`config.mk`:
```
export PLATFORM = sky130hd
export DESIGN_NAME = lsi_back
export DESIGN_NICKNAME = d
export VERILOG_FILES = /design/src/lsi_pkg.sv /design/src/lsi_back.sv
export SDC_FILE = /design/constraint.sdc
export NUM_CORES = 2
export LEC_CHECK = 0
export ABC_AREA = 0
export BUFFER_PORTS_ARGS = -buffer_cell sky130_fd_sc_hd__buf_2
export CORE_MARGIN = 2
export CORE_UTILIZATION = 46
export CTS_CLUSTER_SIZE = 14
export DETAILED_ROUTE_END_ITERATION = 12
export PLACE_DENSITY = 0.62
export SLEW_MARGIN = 40
export SYNTH_ARGS = -nofsm -noshare
export SYNTH_HDL_FRONTEND = slang
export SYNTH_SLANG_ARGS = --single-unit
```
`constraint.sdc`:
```
create_clock -name aclk -period 16.2 [get_ports aclk]
set_input_delay 1.62 -clock aclk [delete_from_list [all_inputs] [get_ports aclk]]
set_output_delay 1.62 -clock aclk [all_outputs]
set_load 0.1 [all_outputs]
```
`src/lsi_pkg.sv`:
```
// ----------------------------------------------------------------------------
// lsi_pkg
// Widths, constants and stage types shared by the segment intersection pipe.
// ----------------------------------------------------------------------------
package lsi_pkg;

    localparam int FIELD_W   = 16;
    localparam int COORD_BITS = 16;
    localparam int FRAC_BITS = 16;
    localparam int OUT_BITS  = 24;
    localparam int PT_FRAC   = 8;
    localparam int TOL_W     = 16;

    localparam int DIFF_W    = COORD_BITS + 1;
    localparam int PROD_W    = 2 * DIFF_W;
    localparam int NUM_W     = PROD_W + 1;
    localparam int SH_W      = OUT_BITS - FRAC_BITS;
    localparam int RAT_W     = OUT_BITS + 2;
    localparam int RC_W      = FRAC_BITS + 3;
    localparam int PX_W      = DIFF_W + RC_W;
    localparam int SUM_W     = PX_W + 1;
    localparam int DIV_STEPS = OUT_BITS;

    localparam int FRONT_STAGES = 4;
    localparam int BACK_STAGES  = 3;
    localparam int NUM_STAGES   = FRONT_STAGES + DIV_STEPS + BACK_STAGES;

    localparam int S_DATA_W = 8 * FIELD_W;
    localparam int M_DATA_W = 4 * OUT_BITS;
    localparam int M_USER_W = 3;

    typedef struct packed {
        logic                    par;
        logic                    coin;
        logic signed [DIFF_W-1:0] dxa;
        logic signed [DIFF_W-1:0] dya;
        logic signed [COORD_BITS-1:0] x1;
        logic signed [COORD_BITS-1:0] y1;
    } lsi_side_t;

    typedef struct packed {
        logic               neg;
        logic               ovf;
        logic [NUM_W-1:0]   rem;
        logic [OUT_BITS-1:0] qs;
    } lsi_lane_t;

    typedef struct packed {
        lsi_side_t        side;
        logic [NUM_W-1:0] ud;
        lsi_lane_t        a;
        lsi_lane_t        b;
    } lsi_dstage_t;

    typedef struct packed {
        logic                      hit;
        logic                      par;
        logic                      coin;
        logic signed [OUT_BITS-1:0] ratio_a;
        logic signed [OUT_BITS-1:0] ratio_b;
        logic signed [OUT_BITS-1:0] cross_x;
        logic signed [OUT_BITS-1:0] cross_y;
    } lsi_res_t;

    // one restoring division step: bring in the next dividend bit
    function automatic lsi_lane_t lane_step(lsi_lane_t l, logic [NUM_W-1:0] ud);
        logic [NUM_W:0] t;
        logic           ge;
        lsi_lane_t      o;
        t  = {l.rem, l.qs[OUT_BITS-1]};
        ge = (t >= {1'b0, ud});
        o       = l;
        o.rem   = ge ? NUM_W'(t - {1'b0, ud}) : NUM_W'(t);
        o.qs    = {l.qs[OUT_BITS-2:0], ge};
        return o;
    endfunction

endpackage

```
`src/lsi_back.sv`:
```
// ----------------------------------------------------------------------------
// lsi_back
// Signed ratios, window test and saturation, then the crossing point.
// ----------------------------------------------------------------------------
module lsi_back (
    input  logic                             aclk,
    input  logic                             aresetn,
    input  logic [lsi_pkg::BACK_STAGES-1:0]  en,
    input  logic                             v_in,
    input  lsi_pkg::lsi_dstage_t             d_in,
    input  logic [lsi_pkg::TOL_W-1:0]        tol,
    output logic [lsi_pkg::BACK_STAGES-1:0]  valid,
    output lsi_pkg::lsi_res_t                res
);
    import lsi_pkg::*;

    localparam logic signed [RAT_W-1:0] RMAX = (RAT_W'(1) << (OUT_BITS-1)) - RAT_W'(1);
    localparam logic signed [RAT_W-1:0] RMIN = -(RAT_W'(1) << (OUT_BITS-1));
    localparam logic signed [SUM_W-1:0] SMAX = (SUM_W'(1) << (OUT_BITS-1)) - SUM_W'(1);
    localparam logic signed [SUM_W-1:0] SMIN = -(SUM_W'(1) << (OUT_BITS-1));
    localparam logic signed [OUT_BITS-1:0] OMAX = {1'b0, {(OUT_BITS-1){1'b1}}};
    localparam logic signed [OUT_BITS-1:0] OMIN = {1'b1, {(OUT_BITS-1){1'b0}}};

    logic [BACK_STAGES-1:0] v_reg;

    lsi_res_t r1_reg, r1_next, r2_reg, r3_reg, r3_next;
    logic signed [RC_W-1:0] ra_reg;
    logic signed [DIFF_W-1:0] dxa_reg, dya_reg;
    logic signed [COORD_BITS-1:0] x1_reg, y1_reg, x1_m_reg, y1_m_reg;
    logic signed [PX_W-1:0] px_reg, py_reg;

    logic signed [RAT_W-1:0] rat_a, rat_b;
    logic win_a, win_b;

    function automatic logic signed [RAT_W-1:0] to_ratio(lsi_lane_t l);
        logic signed [RAT_W-1:0] r;
        r = $signed({2'b00, l.qs});
        if (l.neg) r = -r - RAT_W'(l.rem != '0);
        return r;
    endfunction

    function automatic logic in_win(lsi_lane_t l, logic signed [RAT_W-1:0] r,
                                    logic [TOL_W-1:0] t);
        logic signed [RAT_W-1:0] lo;
        logic signed [RAT_W-1:0] hi;
        lo = -$signed({{(RAT_W-TOL_W){1'b0}}, t});
        hi = $signed((RAT_W'(1) << FRAC_BITS) + {{(RAT_W-TOL_W){1'b0}}, t});
        return !l.ovf && (r >= lo) && ((r < hi) || ((r == hi) && (l.rem == '0)));
    endfunction

    function automatic logic signed [OUT_BITS-1:0] sat_ratio(lsi_lane_t l,
                                                            logic signed [RAT_W-1:0] r);
        if (l.ovf)     return l.neg ? OMIN : OMAX;
        if (r > RMAX)  return OMAX;
        if (r < RMIN)  return OMIN;
        return OUT_BITS'(r);
    endfunction

    function automatic logic signed [OUT_BITS-1:0] point(logic signed [COORD_BITS-1:0] b,
                                                        logic signed [PX_W-1:0] p);
        logic signed [SUM_W-1:0] s;
        logic signed [PX_W-1:0]  q;
        q = p >>> (FRAC_BITS - PT_FRAC);
        s = SUM_W'($signed({b, {PT_FRAC{1'b0}}})) + SUM_W'(q);
        if (s > SMAX) return OMAX;
        if (s < SMIN) return OMIN;
        return OUT_BITS'(s);
    endfunction

    always_comb begin
        rat_a = to_ratio(d_in.a);
        rat_b = to_ratio(d_in.b);
        win_a = in_win(d_in.a, rat_a, tol);
        win_b = in_win(d_in.b, rat_b, tol);
        r1_next.par     = d_in.side.par;
        r1_next.coin    = d_in.side.coin;
        r1_next.hit     = !d_in.side.par && win_a && win_b;
        r1_next.ratio_a = d_in.side.par ? '0 : sat_ratio(d_in.a, rat_a);
        r1_next.ratio_b = d_in.side.par ? '0 : sat_ratio(d_in.b, rat_b);
        r1_next.cross_x = '0;
        r1_next.cross_y = '0;
    end

    always_comb begin
        r3_next         = r2_reg;
        r3_next.cross_x = r2_reg.hit ? point(x1_m_reg, px_reg) : '0;
        r3_next.cross_y = r2_reg.hit ? point(y1_m_reg, py_reg) : '0;
    end

    always_ff @(posedge aclk) begin
        if (!aresetn) begin
            v_reg <= '0;
        end else begin
            if (en[0]) v_reg[0] <= v_in;
            for (int i = 1; i < BACK_STAGES; i++) begin
                if (en[i]) v_reg[i] <= v_reg[i-1];
            end
        end
    end

    always_ff @(posedge aclk) begin
        if (en[0]) begin
            r1_reg  <= r1_next;
            // ratio a fits in RC_W bits whenever there is a hit
            ra_reg  <= RC_W'(rat_a);
            dxa_reg <= d_in.side.dxa;
            dya_reg <= d_in.side.dya;
            x1_reg  <= d_in.side.x1;
            y1_reg  <= d_in.side.y1;
        end
        if (en[1]) begin
            r2_reg   <= r1_reg;
            px_reg   <= dxa_reg * ra_reg;
            py_reg   <= dya_reg * ra_reg;
            x1_m_reg <= x1_reg;
            y1_m_reg <= y1_reg;
        end
        if (en[2]) begin
            r3_reg <= r3_next;
        end
    end

    assign valid = v_reg;
    assign res   = r3_reg;

endmodule

```
### After elaboration in Yosys (flattened, before gate mapping)

Index checks and enable logic that the tools add are counted.

| word-level totals | value |
|---|---|
| bits in writable memories | 0 |
| memories kept | 0 |
| latch bits | 0 |
| word-level logic and storage cells | 112 |
| output and inout port bits | 102 |
| bits in read-only memories | 0 |
| input bits | 247 |
| bits in registers | 393 |

| cells by class | value |
|---|---|
| equality and inequality tests | 2 |
| $lt $le $gt $ge | 12 |
| multipliers | 2 |
| muxes and demuxes | 42 |
| bitwise logic cells | 0 |
| $add $sub $neg | 8 |
| reduce and logical (&&, ||, !) cells | 17 |
| divide/modulo/power cells | 0 |
| shifts and indexed selects | 0 |

Operators by type and width:

| kind | count |
|---|---|
| two-way mux 24 bit | 22 |
| multiplier 17 x 19 -> 36 bit | 2 |
| zero test 35 bit | 2 |
| nonzero test 35 bit | 2 |
| adder 24 x 28 -> 29 bit | 2 |
| > comparator 29 x 24 -> 1 bit, second input constant | 2 |
| less-than comparator 29 x 24 -> 1 bit, second input constant | 2 |
| >= comparator 26 bit | 2 |
| > comparator 26 x 24 -> 1 bit, second input constant | 2 |
| less-than comparator 26 x 24 -> 1 bit, second input constant | 2 |
| two-way mux 26 bit | 2 |
| negator 24 -> 26 bit | 2 |
| subtractor 26 x 1 -> 26 bit | 2 |
| == test 26 x 19 -> 1 bit | 1 |
| == test 26 bit | 1 |
| less-than comparator 26 x 19 -> 1 bit | 1 |
| less-than comparator 26 bit | 1 |
| negator 16 -> 26 bit | 1 |
| adder 17 x 16 -> 18 bit, first input constant | 1 |
| two-way mux 1 bit | 18 |
| logical AND 1 bit | 8 |
| zero test 1 bit | 3 |
| logical OR 1 bit | 2 |

### Depth between registers and ports, before layout

| logic depth | value |
|---|---|
| word-level depth | 11 |
| gate-level depth with buffers | 26 |
| gate-level depth less buffers | 26 |

### Least setup slack after synthesis

OpenSTA, ideal clock, no wires.

| path | value |
|---|---|
| path type | flip-flop to flip-flop |
| from | reg dya_reg[2] |
| to | reg py_reg[31], data pin |
| path slack | 9.579 ns |
| clock period less this slack | 6.621 ns |
| cell stages (with the launch flop) | 22 |
| library setup time | 0.269 ns |
| arrival | 6.353 ns |
| buffers on the path | 2 |
| data required time | 15.931 ns |
| path through | edfxtp_1 -> clkbuf_1 -> clkbuf_1 -> nand2_1 -> fa_1 -> inv_1 -> fa_1 -> inv_1 -> fa_1 -> fa_1 -> inv_1 -> fa_1 -> fa_1 -> ha_1 -> a21o_1 -> a211o_1 -> a221o_1 -> a2111oi_0 -> o21ai_0 -> a41oi_1 -> o31ai_1 -> xor2_1 |

| on the way | value |
|---|---|
| word-level cells in the longest chain between the ends | 1 |

RTL lines:

| element | line | RTL |
|---|---|---|
| start: declaration | lsi_back.sv:28 | `logic signed [DIFF_W-1:0] dxa_reg, dya_reg;` |
| start signal: assignment | lsi_back.sv:107 | `dya_reg <= d_in.side.dya;` |
| multiplier 17 x 19 -> 36 bit | lsi_back.sv:114 | `py_reg <= dya_reg * ra_reg;` |
| end signal: assignment | lsi_back.sv:114 |  |
| end: declaration | lsi_back.sv:30 | `logic signed [PX_W-1:0] px_reg, py_reg;` |

No other way between the ends.
A chain may end at the register's enable or synchronous reset.

### Final worst setup path

| path | value |
|---|---|
| from | reg dya_reg[7] |
| to | reg py_reg[31], data pin |

The elaborated chain is that of the path after synthesis.

==> impl_metrics.env <==
export IMPL_status="complete, no violations"
export IMPL_start_util_pct=46.4
export IMPL_std_cell_rows=112
export IMPL_holdPathStages=0
export IMPL_wl_microns=98400
export IMPL_chipHeight_microns=311
export IMPL_layout_cells_most_common_list="inv_1 (860), fa_1 (651), nand2_1 (439), edfxtp_1 (374), ha_1 (349)"
export IMPL_diodes=0
export IMPL_grt_max_degree=84
export IMPL_path_class="flop to flop"
export IMPL_fillers=8684
export IMPL_dr_pass1_iters=7
export IMPL_die_width_microns=311
export IMPL_syn_avg_cell_area_sq_um=10.3
export IMPL_r2r_cells=19
export IMPL_endpoint_kind="flop"
export IMPL_pre_cts_slack_ps=8420
export IMPL_synth_async_reset_ratio_pct=0
export IMPL_cp_start_kind="flop"
export IMPL_maxCapViolations=0
export IMPL_grt_usage_pct=21.1
export IMPL_clock_skew_ps=23.4
export IMPL_required_ps=16560
export IMPL_top_layer="met5"
export IMPL_viasPerCell=5.21
export IMPL_grt_pass1_wl_microns=163000
export IMPL_h_tree_depth=2
export IMPL_fin_crit_sh_pct=45.9
export IMPL_worstMarginPinSlew_ps=857
export IMPL_area_growth_pct=10.5
export IMPL_final_common_cell="inv_1"
export IMPL_wl_met1_microns=40200
export IMPL_min_from="y1_reg[11]"
export IMPL_io_pins=349
export IMPL_dieArea_sq_mm=0.0966
export IMPL_layout_nets=5699
export IMPL_synth_main_ff_cell="edfxtp_1"
export IMPL_synth_edf_count=374
export IMPL_largest_reg_flops=99
export IMPL_layout_drive_gt1_share_pct=10.4
export IMPL_max_freq_ghz=0.134
export IMPL_hold_buffers=0
export IMPL_finalCriticalPeriod_ps=7440
export IMPL_path_clk_slew_ps=60
export IMPL_ctsResizeCount=0
export IMPL_drv_slew=0
export IMPL_cp_max_fo=19
export IMPL_drt_iter0_drc=1534
export IMPL_relSlewSlack_pct=42.9
export IMPL_met3_length_microns=4710
export IMPL_place_inst=5659
export IMPL_worst_slack_ps=8760
export IMPL_hpwl_microns=78000
export IMPL_whs_endpoint="y1_m_reg[11]"
export IMPL_synth_seq_cells=377
export IMPL_syn_inst=4209
export IMPL_syn_area_sq_mm=0.0433
export IMPL_r2r_start="dya_reg[7]"
export IMPL_rsz0062_at_grt="no"
export IMPL_yosysUniqueCellTypes=82
export IMPL_port_buffers=313
export IMPL_r2r_slack_ps=8760
export IMPL_setup_tns_ps=0
export IMPL_wl_met2_microns=50600
export IMPL_synth_fp_nets=5457
export IMPL_ant_nets=0
export IMPL_core_area_sq_mm=0.0933
export IMPL_ys_seq_area_share_pct=26.1
export IMPL_antenna_found_initial=14
export IMPL_first_global_vias=31600
export IMPL_cts_sinks=377
export IMPL_vias=29900
export IMPL_drc=0
export IMPL_hold_class="flop to flop"
export IMPL_root_buffer="clkbuf_16"
export IMPL_fin_cells=5741
export IMPL_clock_path_buffers=3
export IMPL_wl_per_cell_microns=17.1
export IMPL_place_congestion=0.878
export IMPL_r2r_end="py_reg[31]"
export IMPL_clock_latency_ps=630
export IMPL_setup_viol=0
export IMPL_cts_post_setup_buffers_inserted=0
export IMPL_cts_tree="done"
export IMPL_globalRouteOverflowTotal=0
export IMPL_yosysWarningCount=0
export IMPL_numCtsBuffers=44
export IMPL_cp_arrival_ps=7800
export IMPL_final_hold_violation_count=0
cell usage after synthesis (36+ instances only):
master | count | area (sq um)
xor2_1 | 36 | 315
a21o_1 | 73 | 548
nand2_1 | 439 | 1650
nor2_1 | 127 | 477
edfxtp_1 | 374 | 11200
nand3_1 | 44 | 220
ha_1 | 349 | 4370
xnor2_1 | 106 | 928
a21oi_1 | 145 | 726
and2_1 | 261 | 1630
nand2b_1 | 38 | 238
clkbuf_1 | 128 | 480
o21ai_0 | 99 | 495
fa_1 | 652 | 13100
inv_1 | 860 | 3230
cell type report:
type / instances / area, sq um / area share [%]
Inverter: 860 / 3230 / 6.75
Clock buffer: 50 / 1120 / 2.35
Clock inverter: 32 / 524 / 1.10
Tap cell: 1254 / 1570 / 3.28
Timing Repair Buffer: 348 / 1880 / 3.94
Sequential cell: 377 / 11300 / 23.6
Multi-Input combinational cell: 2820 / 28200 / 59.0
worst max-delay path, cell delays in order (launching register included):
cell	delay [ps]
edfxtp_1	900
nand2_1	150
fa_1	520
inv_1	50
fa_1	470
inv_1	50
fa_1	480
fa_1	580
inv_1	60
fa_1	490
fa_1	410
ha_1	350
a21o_1	180
a211o_1	280
a221o_1	340
a2111oi_0	660
o21ai_0	270
a41oi_1	570
o31ai_1	160
xor2_1	170
cells by family (layout without fill, tap and decap cells):
| group | count (synthesis) | count (layout) | synth area share [%] |
|---|---|---|---|
| xor gates and xnor gates | 144 | 144 | 2.95 |
| DFF | 377 | 377 | 26.1 |
| muxes | 20 | 20 | 0.462 |
| adders and majority gates | 1001 | 1001 | 40.2 |
| and+or+nand+nor | 1078 | 1078 | 12.3 |
| AOI/OAI and AO/OA | 577 | 577 | 9.17 |
| buffers and inverters | 1012 | 1290 | 8.82 |
worst max path at each step:
stage	start	end	cells after the start	slack (ps)
global route	dya_reg[2]	py_reg[31]	19	8290
CTS	dya_reg[8]	py_reg[31]	20	8880
global placement	d_in[24]	r1_reg[98]	24	8470
detailed placement	d_in[25]	r1_reg[98]	24	8420
floorplan	dya_reg[2]	py_reg[31]	21	9580
finish	dya_reg[7]	py_reg[31]	19	8760
routing by layer:
| layer | GRT usage (%) | vias up |
|---|---|---|
| li1 | - | 14100 |
| met1 | 26.4 | 15000 |
| met2 | 37.5 | 630 |
| met3 | 3.22 | 155 |
| met4 | 6.60 | 26 |
| met5 | 0 | - |
stage by stage:
| step | hold WS (ps) | utilization, % | cell area (sq um) |
|---|---|---|---|
| finish | 414 | 51.3 | 47800 |
| global route | 423 | 51.3 | 47800 |
| CTS | 412 | 51.2 | 47800 |
| detailed placement | 405 | 49.5 | 46200 |
| global placement | 402 | 49.4 | 46100 |
| floorplan | 400 | - | 43300 |
Power is left out: the tool's default activity adds up to more than one toggle a clock period on the data nets, which glitch-free logic cannot reach.
