==> config.mk <==
export PLATFORM = sky130hd
export DESIGN_NAME = lsi_div_step
export DESIGN_NICKNAME = d
export VERILOG_FILES = /design/src/lsi_pkg.sv /design/src/lsi_div_step.sv
export SDC_FILE = /design/constraint.sdc
export NUM_CORES = 1
export LEC_CHECK = 0
export ABC_AREA = 1
export BUFFER_PORTS_ARGS = -buffer_cell sky130_fd_sc_hd__buf_2
export CORE_AREA = 2 2 178 180
export CTS_CLUSTER_SIZE = 14
export DETAILED_ROUTE_END_ITERATION = 12
export DIE_AREA = 0 0 180 182
export PLACE_DENSITY = 0.7
export SYNTH_ARGS = -nofsm -noshare
export SYNTH_HDL_FRONTEND = slang
export SYNTH_SLANG_ARGS = --single-unit
==> constraint.sdc <==
create_clock -name aclk -period 2.9 [get_ports aclk]
set_clock_uncertainty 0.2 [all_clocks]
set_input_delay 0.725 -clock aclk [delete_from_list [all_inputs] [get_ports aclk]]
set_output_delay 0.725 -clock aclk [all_outputs]
set_load 0.01 [all_outputs]
==> src/lsi_pkg.sv <==
// ----------------------------------------------------------------------------
// lsi_pkg
// Widths, constants and stage types shared by the segment intersection pipe.
// ----------------------------------------------------------------------------
package lsi_pkg;

    localparam int FIELD_W   = 16;
    localparam int COORD_BITS = 16;
    localparam int FRAC_BITS = 16;
    localparam int OUT_BITS  = 24;
    localparam int PT_FRAC   = 8;
    localparam int TOL_W     = 16;

    localparam int DIFF_W    = COORD_BITS + 1;
    localparam int PROD_W    = 2 * DIFF_W;
    localparam int NUM_W     = PROD_W + 1;
    localparam int SH_W      = OUT_BITS - FRAC_BITS;
    localparam int RAT_W     = OUT_BITS + 2;
    localparam int RC_W      = FRAC_BITS + 3;
    localparam int PX_W      = DIFF_W + RC_W;
    localparam int SUM_W     = PX_W + 1;
    localparam int DIV_STEPS = OUT_BITS;

    localparam int FRONT_STAGES = 4;
    localparam int BACK_STAGES  = 3;
    localparam int NUM_STAGES   = FRONT_STAGES + DIV_STEPS + BACK_STAGES;

    localparam int S_DATA_W = 8 * FIELD_W;
    localparam int M_DATA_W = 4 * OUT_BITS;
    localparam int M_USER_W = 3;

    typedef struct packed {
        logic                    par;
        logic                    coin;
        logic signed [DIFF_W-1:0] dxa;
        logic signed [DIFF_W-1:0] dya;
        logic signed [COORD_BITS-1:0] x1;
        logic signed [COORD_BITS-1:0] y1;
    } lsi_side_t;

    typedef struct packed {
        logic               neg;
        logic               ovf;
        logic [NUM_W-1:0]   rem;
        logic [OUT_BITS-1:0] qs;
    } lsi_lane_t;

    typedef struct packed {
        lsi_side_t        side;
        logic [NUM_W-1:0] ud;
        lsi_lane_t        a;
        lsi_lane_t        b;
    } lsi_dstage_t;

    typedef struct packed {
        logic                      hit;
        logic                      par;
        logic                      coin;
        logic signed [OUT_BITS-1:0] ratio_a;
        logic signed [OUT_BITS-1:0] ratio_b;
        logic signed [OUT_BITS-1:0] cross_x;
        logic signed [OUT_BITS-1:0] cross_y;
    } lsi_res_t;

    // one restoring division step: bring in the next dividend bit
    function automatic lsi_lane_t lane_step(lsi_lane_t l, logic [NUM_W-1:0] ud);
        logic [NUM_W:0] t;
        logic           ge;
        lsi_lane_t      o;
        t  = {l.rem, l.qs[OUT_BITS-1]};
        ge = (t >= {1'b0, ud});
        o       = l;
        o.rem   = ge ? NUM_W'(t - {1'b0, ud}) : NUM_W'(t);
        o.qs    = {l.qs[OUT_BITS-2:0], ge};
        return o;
    endfunction

endpackage

==> src/lsi_div_step.sv <==
// ----------------------------------------------------------------------------
// lsi_div_step
// One registered restoring-division step for both ratios.
// ----------------------------------------------------------------------------
module lsi_div_step (
    input  logic                 aclk,
    input  logic                 aresetn,
    input  logic                 en,
    input  logic                 v_in,
    input  lsi_pkg::lsi_dstage_t d_in,
    output logic                 v_out,
    output lsi_pkg::lsi_dstage_t d_out
);
    import lsi_pkg::*;

    logic        v_reg;
    lsi_dstage_t d_reg;

    always_ff @(posedge aclk) begin
        if (!aresetn) begin
            v_reg <= 1'b0;
        end else if (en) begin
            v_reg <= v_in;
        end
    end

    always_ff @(posedge aclk) begin
        if (en) begin
            d_reg.side <= d_in.side;
            d_reg.ud   <= d_in.ud;
            d_reg.a    <= lane_step(d_in.a, d_in.ud);
            d_reg.b    <= lane_step(d_in.b, d_in.ud);
        end
    end

    assign v_out = v_reg;
    assign d_out = d_reg;

endmodule

Word level (Yosys, flattened, before mapping)
Cells that the tools add are included.
W data, S select, Z words.
{"block": "op_classes", "n_addsub": 2, "magnitude_cmp": 2, "muxes": 2}
{"op": "$ge A36 B35 Y1", "count": 2}
{"op": "$mux W35", "count": 2}
{"op": "$sub A35 B35 Y35", "count": 2}
{"block": "totals", "register_bits": 226, "inputBits": 229, "output_inout_bits": 226, "word_cells": 22}

Depth between registers and ports, before layout
Gate-level depths: netlist (run 1).
{"block": "logic_depth", "depth_word": 2, "mapped_depth": 16, "mapped_depth_nobuf": 15}

Worst setup path after synthesis (run 1)
No wires, ideal clock.
{"block": "synth_timing", "path_type": "input-to-reg", "start": "input d_in[84] (netlist name)", "end": "register d_reg, in the netlist d_out[118] (data pin)", "setup_ns": 0.253, "arrival_time_ns": 2.377, "required_ns": 2.447, "slack_ns": 0.070, "stages": 16, "path_buffers": 1, "cell_sequence": "inv_1 > ha_1 > fa_1 > inv_1 > nand3_1 > nand3_1 > nand3_1 > nand3_2 > nand2_1 > nand2_1 > nand2_1 > nand2_2 > inv_2 > buf_2 > nand2_1 > nand2_1"}
{"block": "synth_via", "elab_chain_len": 2, "elab_cells_between_ends": 3, "cone_classes": "add/sub: 1; order compare: 1; mux: 1"}
{"element": "start: declaration", "line": "lsi_div_step.sv:10", "rtl": "input lsi_pkg::lsi_dstage_t d_in,"}
{"element": "$sub A35 B35 Y35 / $ge A36 B35 Y1 (equally long branches)", "line": "lsi_pkg.sv:73, lsi_pkg.sv:71"}
{"element": "$mux W35 *", "line": "lsi_pkg.sv:73", "rtl": "o.rem = ge ? NUM_W'(t - {1'b0, ud}) : NUM_W'(t);"}
{"element": "end: declaration", "line": "lsi_div_step.sv:17", "rtl": "lsi_dstage_t d_reg;"}
Every way passes the cells marked *; elsewhere a longest branch is shown, timed or not.
A chain may end at the register's enable or synchronous reset.

Worst setup path in the final report (run 1)
{"block": "layout_timing", "start": "input d_in[84] (netlist name)", "end": "register d_reg, in the netlist d_out[85] (data pin)"}
The elaborated chain is that of the path after synthesis.

==> results of run 1 <==
==> sequential cells by signal, summed over array words and instances, names as in the netlist <==
signal  cells
v_out       1
d_out     225
==> layer usage <==
metal	share of wire [%]	GRT usage [%]
met1	39	34.8
met2	49	50.8
met3	7.7	6.48
met4	3.7	11.0
met5	0.14	0
==> placed cells by master (no fill, tap or decap), types with 6 or more instances in the layout <==
master,count
nand3_2,21
nand4_1,10
o21ai_0,20
nor2_1,107
nor2_2,12
nand3b_1,13
edfxtp_1,225
inv_2,7
xor2_1,32
nand2_2,21
nor3_1,12
nand2_1,586
clkinv_1,6
clkbuf_16,26
buf_2,453
nand3_1,53
buf_4,228
o21bai_1,10
ha_1,70
inv_1,238
a21oi_1,54
==> final timing paths <==
| path | slack, ns | endpoint | cells after the start |
|---|---|---|---|
| setup / recovery | 0.23 | d_out[85]$_DFFE_PP_ | 15 |
| hold / removal | 0.14 | d_out[17]$_DFFE_PP_ | 1 |
| setup reg to reg | 2.06 | v_out$_SDFFE_PN0P_ | 2 |
| hold reg to reg | 0.36 | v_out$_SDFFE_PN0P_ | 2 |
==> power breakdown <==
group          leakage (nW)  internal [W]  switching (W)
Combinational          7.07       0.00112        0.00156
Clock                 0.408       0.00192        0.00137
Sequential             2.21       0.00400      0.0000979
==> what timing repair did <==
item / 4_1_cts / 5_1_grt
gates resized for setup: 0 / 2
endpoints found under the setup margin: 0 / 32
hold endpoints to repair: 0 / 0
==> per-stage QoR <==
stage	instance area, um^2	setup slack, ns	total power (W)	cells
2_1_floorplan	13200	0.0702	0.00545	1529
3_5_place_dp	17600	-0.404	0.00683	2604
3_3_place_gp	17600	-0.291	0.00680	2604
6_report	18500	0.231	0.0101	2655
5_1_grt	18500	0.0754	0.0105	2655
4_1_cts	18500	0.164	0.0101	2652
==> area by class of cell <==
class	instances	area [um^2]	area share, %
sequential	226	6780	36.7
multi-input combinational	1042	5320	28.8
timing repair buffer	687	4090	22.1
inverter	247	932	5.04
clock buffer	30	666	3.60
tap	402	503	2.72
clock inverter	18	181	0.982
antenna	3	7.51	0.0406
==> cell families (layout without fill, tap and decap cells) <==
family / count (synthesis) / in the layout / share of synthesized area, %
other: 0 / 3 / 0
adder cells (fa/ha/maj): 72 / 72 / 6.95
XOR/XNOR: 36 / 36 / 2.39
buffers and inverters: 261 / 982 / 8.18
AND/OR/NAND/NOR: 847 / 847 / 27.5
AO/OA/AOI/OAI: 87 / 87 / 3.54
flip-flops: 226 / 226 / 51.4
==> metrics, run 1 <==
total track usage 29.0%; Worst Max-Slew Pin Slew 0.444 ns; Routed WL 49.0 mm; maximum clock rate 375 MHz; via/cell ratio ~4.8; crit path launch d_in[84]; initial drt markers 873; first-pass GRT wire length between 70 and 80 mm; Slowest-stage cell, CP fa_1; clk_lat worst skew roughly 0.53 ns; RR Startpoint v_out$_SDFFE_PN0P_; PD cells ~540 mW/mm^2; fin util roughly three fifths; Seq/Total Area, Yosys between 50% and 60%; CTS clk-pin slew, worst paths roughly 0.07 ns; Die ar. ~0.033 mm^2; worst-path cell chain buf_2 -> inv_1 -> ha_1 -> fa_1 -> inv_1 -> nand3_1 -> nand3_1 -> nand3_1 -> nand3_2 -> nand2_1 -> nand2_1 -> nand2_1 -> nand2_2 -> buf_12 -> o21ai_0; RSZ-0062 raised after global routing false; top-count cell post-synth nand2_1; ANT nets after route 0; clock sink total about 230; vias in the first global route roughly 13000; total core area around 0.031 mm^2; crit path kind in2reg; setup bufs post-CTS 0; total CTS buffers 26; Buf+Inv Stages, Crit Path 4; GPL Wtd Cong ~0.96; Mapped Area between 0.01 and 0.015 mm^2; layout cells sized above 1 between 30 and 40%; synth unique cells 34; maxcap violations 0; DPL Wire Length 40.9 mm; Ys Warns 0; Root Driver clkbuf_16; status finished, final reports clean; PortBufs 454; leak pwr just under 10 nW; area leader, netlist edfxtp_1; Final Setup Violations 0; # hold bufs at CTS 0; htree depth 1; max incr delay on CP 0.41 ns; width of the chip around 180 um; pin count of the biggest net entering global routing between 50 and 60; ys async rst share 0%; DRC Markers 0; CTS tree built; antenna violations before repair 8; Hold WS around 0.14 ns; drt wl/cell 18.5 um; EDFF count, synth 225; fin nets between 2000 and 3000; Tcrit/Tclk final approximately 92%; Die Y 182 um; CP delay by family, top simple AND/OR/NAND/NOR gates; synthesized flop and latch total approximately 230; syn nets 1830; top cell type's share of synthesized area 51.3%; Final Hold Vio Count 0; deepest clock path buffer count 3; fin. max-slew vios 0; worst hold path startpoint d_in[16]; critical path capture point type flip-flop; WP data required between 2 and 3 ns; dominant synthesized flop cell edfxtp_1; Worst Setup Start Kind input pin; signal arrival time at the worst endpoint about 2.8 ns; # IOs 455; Detailed Routing Iterations Pass 1 7; Syn Area/Cell between 8 and 9 um^2; initial cell density of the core between 40% and 50%; Fillers roughly 2800; total global routing overflow 0; Max VDD drop roughly 460 uV; via count between 10000 and 15000; fin crit period roughly 2.7 ns; relative slew slack 70.4%; site row count 65; critical-path maximum fanout 31; Area contributors post-synth edfxtp_1 (51%), nand2_1 (17%), inv_1 (6.8%), ha_1 (6.6%), nor2_1 (3.0%); Cells after Synth between 1500 and 2000; synthesis-to-layout area growth 40.3%; commonest cells in the synthesized netlist nand2_1 (586), inv_1 (238), edfxtp_1 (225); worst hold path class in2reg; setup TNS 0 ns
No activity file was read; power rests on OpenSTA's default activity.
==> run 2, diff against run 1 <==
ABC_AREA = unset   (was 1)
CORE_AREA = 2 2 175 177   (was 2 2 178 180)
DIE_AREA = 0 0 177 179   (was 0 0 180 182)
PLACE_DENSITY = 0.66   (was 0.7)
==> metrics, run 2 <==
initial cell density of the core 39.1% (was 42.5%); Worst Setup Start Kind input pin (unchanged); synth unique cells 67 (was 34); RR Startpoint v_out$_SDFFE_PN0P_ (unchanged); Seq/Total Area, Yosys 57.7% (was 51.4%); status finished, violations left (was finished, final reports clean); Mapped Area 0.0117 mm^2 (was 0.0132 mm^2); Cells after Synth 997 (was 1529); Hold WS 0.171 ns (was 0.140 ns); internal power 0.00731 W (was 0.00704 W); EDFF count, synth 225 (unchanged); GPL Wtd Cong 0.904 (was 0.958); worst hold path class in2reg (unchanged); syn nets 1298 (was 1830); Area contributors post-synth edfxtp_1 (58%), ha_1 (7.5%), a21oi_1 (3.2%), o21ai_0 (3.0%), nand2_1 (2.9%) (was edfxtp_1 (51%), nand2_1 (17%), inv_1 (6.8%), ha_1 (6.6%), nor2_1 (3.0%)); drt wl/cell 20.7 um (was 18.5 um); top-count cell post-synth edfxtp_1 (was nand2_1); ys async rst share 0% (unchanged); maxcap violations 0 (unchanged); min setup slack post-route -0.164 ns (was 0.231 ns); Flop pwr share 39.7% (was 40.8%); path depth of the worst reg2reg path 2 (unchanged); DRC Markers 0 (unchanged); width of the chip 177 um (was 180 um); Largest register FFs 225 (unchanged); PortBufs 454 (unchanged); Worst Max-Slew Pin Slew 0.549 ns (was 0.444 ns); area leader, netlist edfxtp_1 (unchanged); WP data required 2.98 ns (was 2.99 ns); synthesized flop and latch total 226 (unchanged); total CTS buffers 26 (unchanged); failing checks negative setup slack; via/cell ratio 5.12 (was 4.84); leak pwr 8.45 nW (was 9.69 nW); total core area 0.0300 mm^2 (was 0.0310 mm^2); fin nets 2051 (was 2531); worst hold path startpoint d_in[167] (was d_in[16]); most common cell after layout, fill and taps aside buf_2 (was nand2_1); # IOs 455 (unchanged); PD cells 539 mW/mm^2 (was 545 mW/mm^2); most frequent cells in the layout buf_2 (435), buf_4 (279), edfxtp_1 (225) (was nand2_1 (586), buf_2 (453), inv_1 (238)); signal arrival time at the worst endpoint 3.14 ns (was 2.76 ns); clk_lat worst skew 0.52 ns (was 0.53 ns); antenna violations before repair 11 (was 8); via count 11100 (was 12900); htree depth 1 (unchanged); Tcrit/Tclk final 106% (was 92.0%); ANT nets after route 0 (unchanged); layout cells sized above 1 58.9% (was 35.4%); critical-path maximum fanout 13 (was 31); Worst Hold End d_out[167]$_DFFE_PP_ (was d_out[17]$_DFFE_PP_); Detailed Routing Iterations Pass 1 5 (was 7); Ys Warns 0 (unchanged); Final Hold Vio Count 0 (unchanged); Worst R2R End v_out$_SDFFE_PN0P_ (unchanged); critical path capture point type flip-flop (unchanged); RSZ-0062 raised after global routing true (was false); pre-CTS setup slack -0.850 ns (was -0.404 ns); Routed WL 45.1 mm (was 49.0 mm); total track usage 26.2% (was 29.0%); DPL Wire Length 33.8 mm (was 40.9 mm); CTS tree built (unchanged); vias in the first global route 10900 (was 12800); Syn Area/Cell 11.8 um^2 (was 8.62 um^2); fin crit period 3.06 ns (was 2.67 ns); crit path launch d_in[44] (was d_in[84]); first-pass GRT wire length 62.5 mm (was 72.1 mm); Root Driver clkbuf_16 (unchanged); worst-path cell chain buf_4 -> ha_4 -> nand4_1 -> nor4_2 -> o211ai_1 -> nand4_2 -> a211oi_2 -> o311ai_2 -> a211o_2 -> buf_12 -> mux2_2 (was buf_2 -> inv_1 -> ha_1 -> fa_1 -> inv_1 -> nand3_1 -> nand3_1 -> nand3_1 -> nand3_2 -> nand2_1 -> nand2_1 -> nand2_1 -> nand2_2 -> buf_12 -> o21ai_0); clock sink total 226 (unchanged); top cell type's share of synthesized area 57.5% (was 51.3%); net switching power 0.00306 W (was 0.00303 W); Hold Path Depth 1 (unchanged); maximum clock rate 326 MHz (was 375 MHz); dominant synthesized flop cell edfxtp_1 (unchanged); Sw Share 29.5% (was 30.1%); site row count 64 (was 65); Die ar. 0.0317 mm^2 (was 0.0328 mm^2); relative slew slack 63.4% (was 70.4%); fin. max-slew vios 0 (unchanged); Clock power frac 30.3% (was 32.7%); Die Y 179 um (was 182 um); Max VDD drop 517 uV (was 459 uV); crit path kind in2reg (unchanged); Comb pwr share 30.0% (was 26.6%); pin count of the biggest net entering global routing 53 (was 51); deepest clock path buffer count 3 (unchanged); commonest cells in the synthesized netlist edfxtp_1 (225), nand2_1 (91), a21oi_1 (75) (was nand2_1 (586), inv_1 (238), edfxtp_1 (225)); synthesis-to-layout area growth 63.7% (was 40.3%); Slowest-stage cell, CP nor4_2 (was fa_1); Final Setup Violations 63 (was 0); max incr delay on CP 0.37 ns (was 0.41 ns); initial drt markers 744 (was 873); flop-to-flop setup slack 2.08 ns (was 2.06 ns); CTS clk-pin slew, worst paths 0.06 ns (was 0.07 ns); total global routing overflow 0 (unchanged)
[run 2: per-stage QoR]
step / TNS (ns) / cells / utilization [%] / instance area [um^2] / power [W]
floorplan: -21.55 / 997 / - / 12200 / 0.00543
global placement: -47.91 / 2076 / 55.7 / 16700 / 0.00671
detailed placement: -51.31 / 2076 / 55.7 / 16700 / 0.00675
CTS: -1.40 / 2153 / 61.7 / 18500 / 0.0102
global route: -12.30 / 2172 / 64.0 / 19200 / 0.0108
finish: -6.18 / 2174 / 64.0 / 19200 / 0.0104
[run 2: cells by family after synthesis]
logic type,count (synthesis),share of synthesized area [%]
buf+inv,102,3.73
xor+xnor,56,4.18
simple gates,249,10.0
compound gates,282,15.5
flops,226,57.7
mux,10,1.03
fa+ha+maj,72,7.80
[run 2: how the worst max path moves through the flow]
stage	to	depth (start not counted)
after floorplan	d_out[42]$_DFFE_PP_	13
after global placement	d_out[44]$_DFFE_PP_	13
after detailed placement	d_out[57]$_DFFE_PP_	12
after CTS	d_out[32]$_DFFE_PP_	12
after global routing	d_out[35]$_DFFE_PP_	15
final	d_out[32]$_DFFE_PP_	11
[run 2: repair_timing]
action / CTS / global route
setup buffers: 25 / 16
endpoints found under the setup margin: 71 / 71
resized for setup: 182 / 135
pin swaps: 26 / 76
cloned: 5 / 3
hold buffers: 0 / 0
[run 2: critical path, delay by kind of cell]
family | cells | cell delay, ns
AOI/OAI and AO/OA | 4 | 0.76
and+or+nand+nor | 3 | 0.72
muxes | 1 | 0.35
adders and majority gates | 1 | 0.28
buffers and inverters | 2 | 0.29
[run 2: layout make-up]
class	instances	area, um^2
antenna	8	20.0
clock buffer	32	694
clock inverter	16	113
fill	2364	10800
inverter	67	302
multi-input combinational	669	5850
sequential	226	6780
tap	396	495
timing repair buffer	760	4980
[run 2: power by group through the flow]
stage	Combinational [W]	Clock, W	Sequential (W)
2_1_floorplan	0.00107	0	0.00436
4_1_cts	0.00286	0.00320	0.00411
3_3_place_gp	0.00254	0	0.00417
6_report	0.00311	0.00314	0.00411
5_1_grt	0.00332	0.00331	0.00414
3_5_place_dp	0.00258	0	0.00417
[run 2: routing by layer]
layer	vias to the layer above	global-route usage [%]	wire length, um	share of wire (%)
li1	5237	-	-	-
met2	491	45.1	22600	50
met1	5292	31.9	17200	38
met5	-	0	37	0.082
met4	6	10.8	1690	3.8
met3	102	5.53	3540	7.8
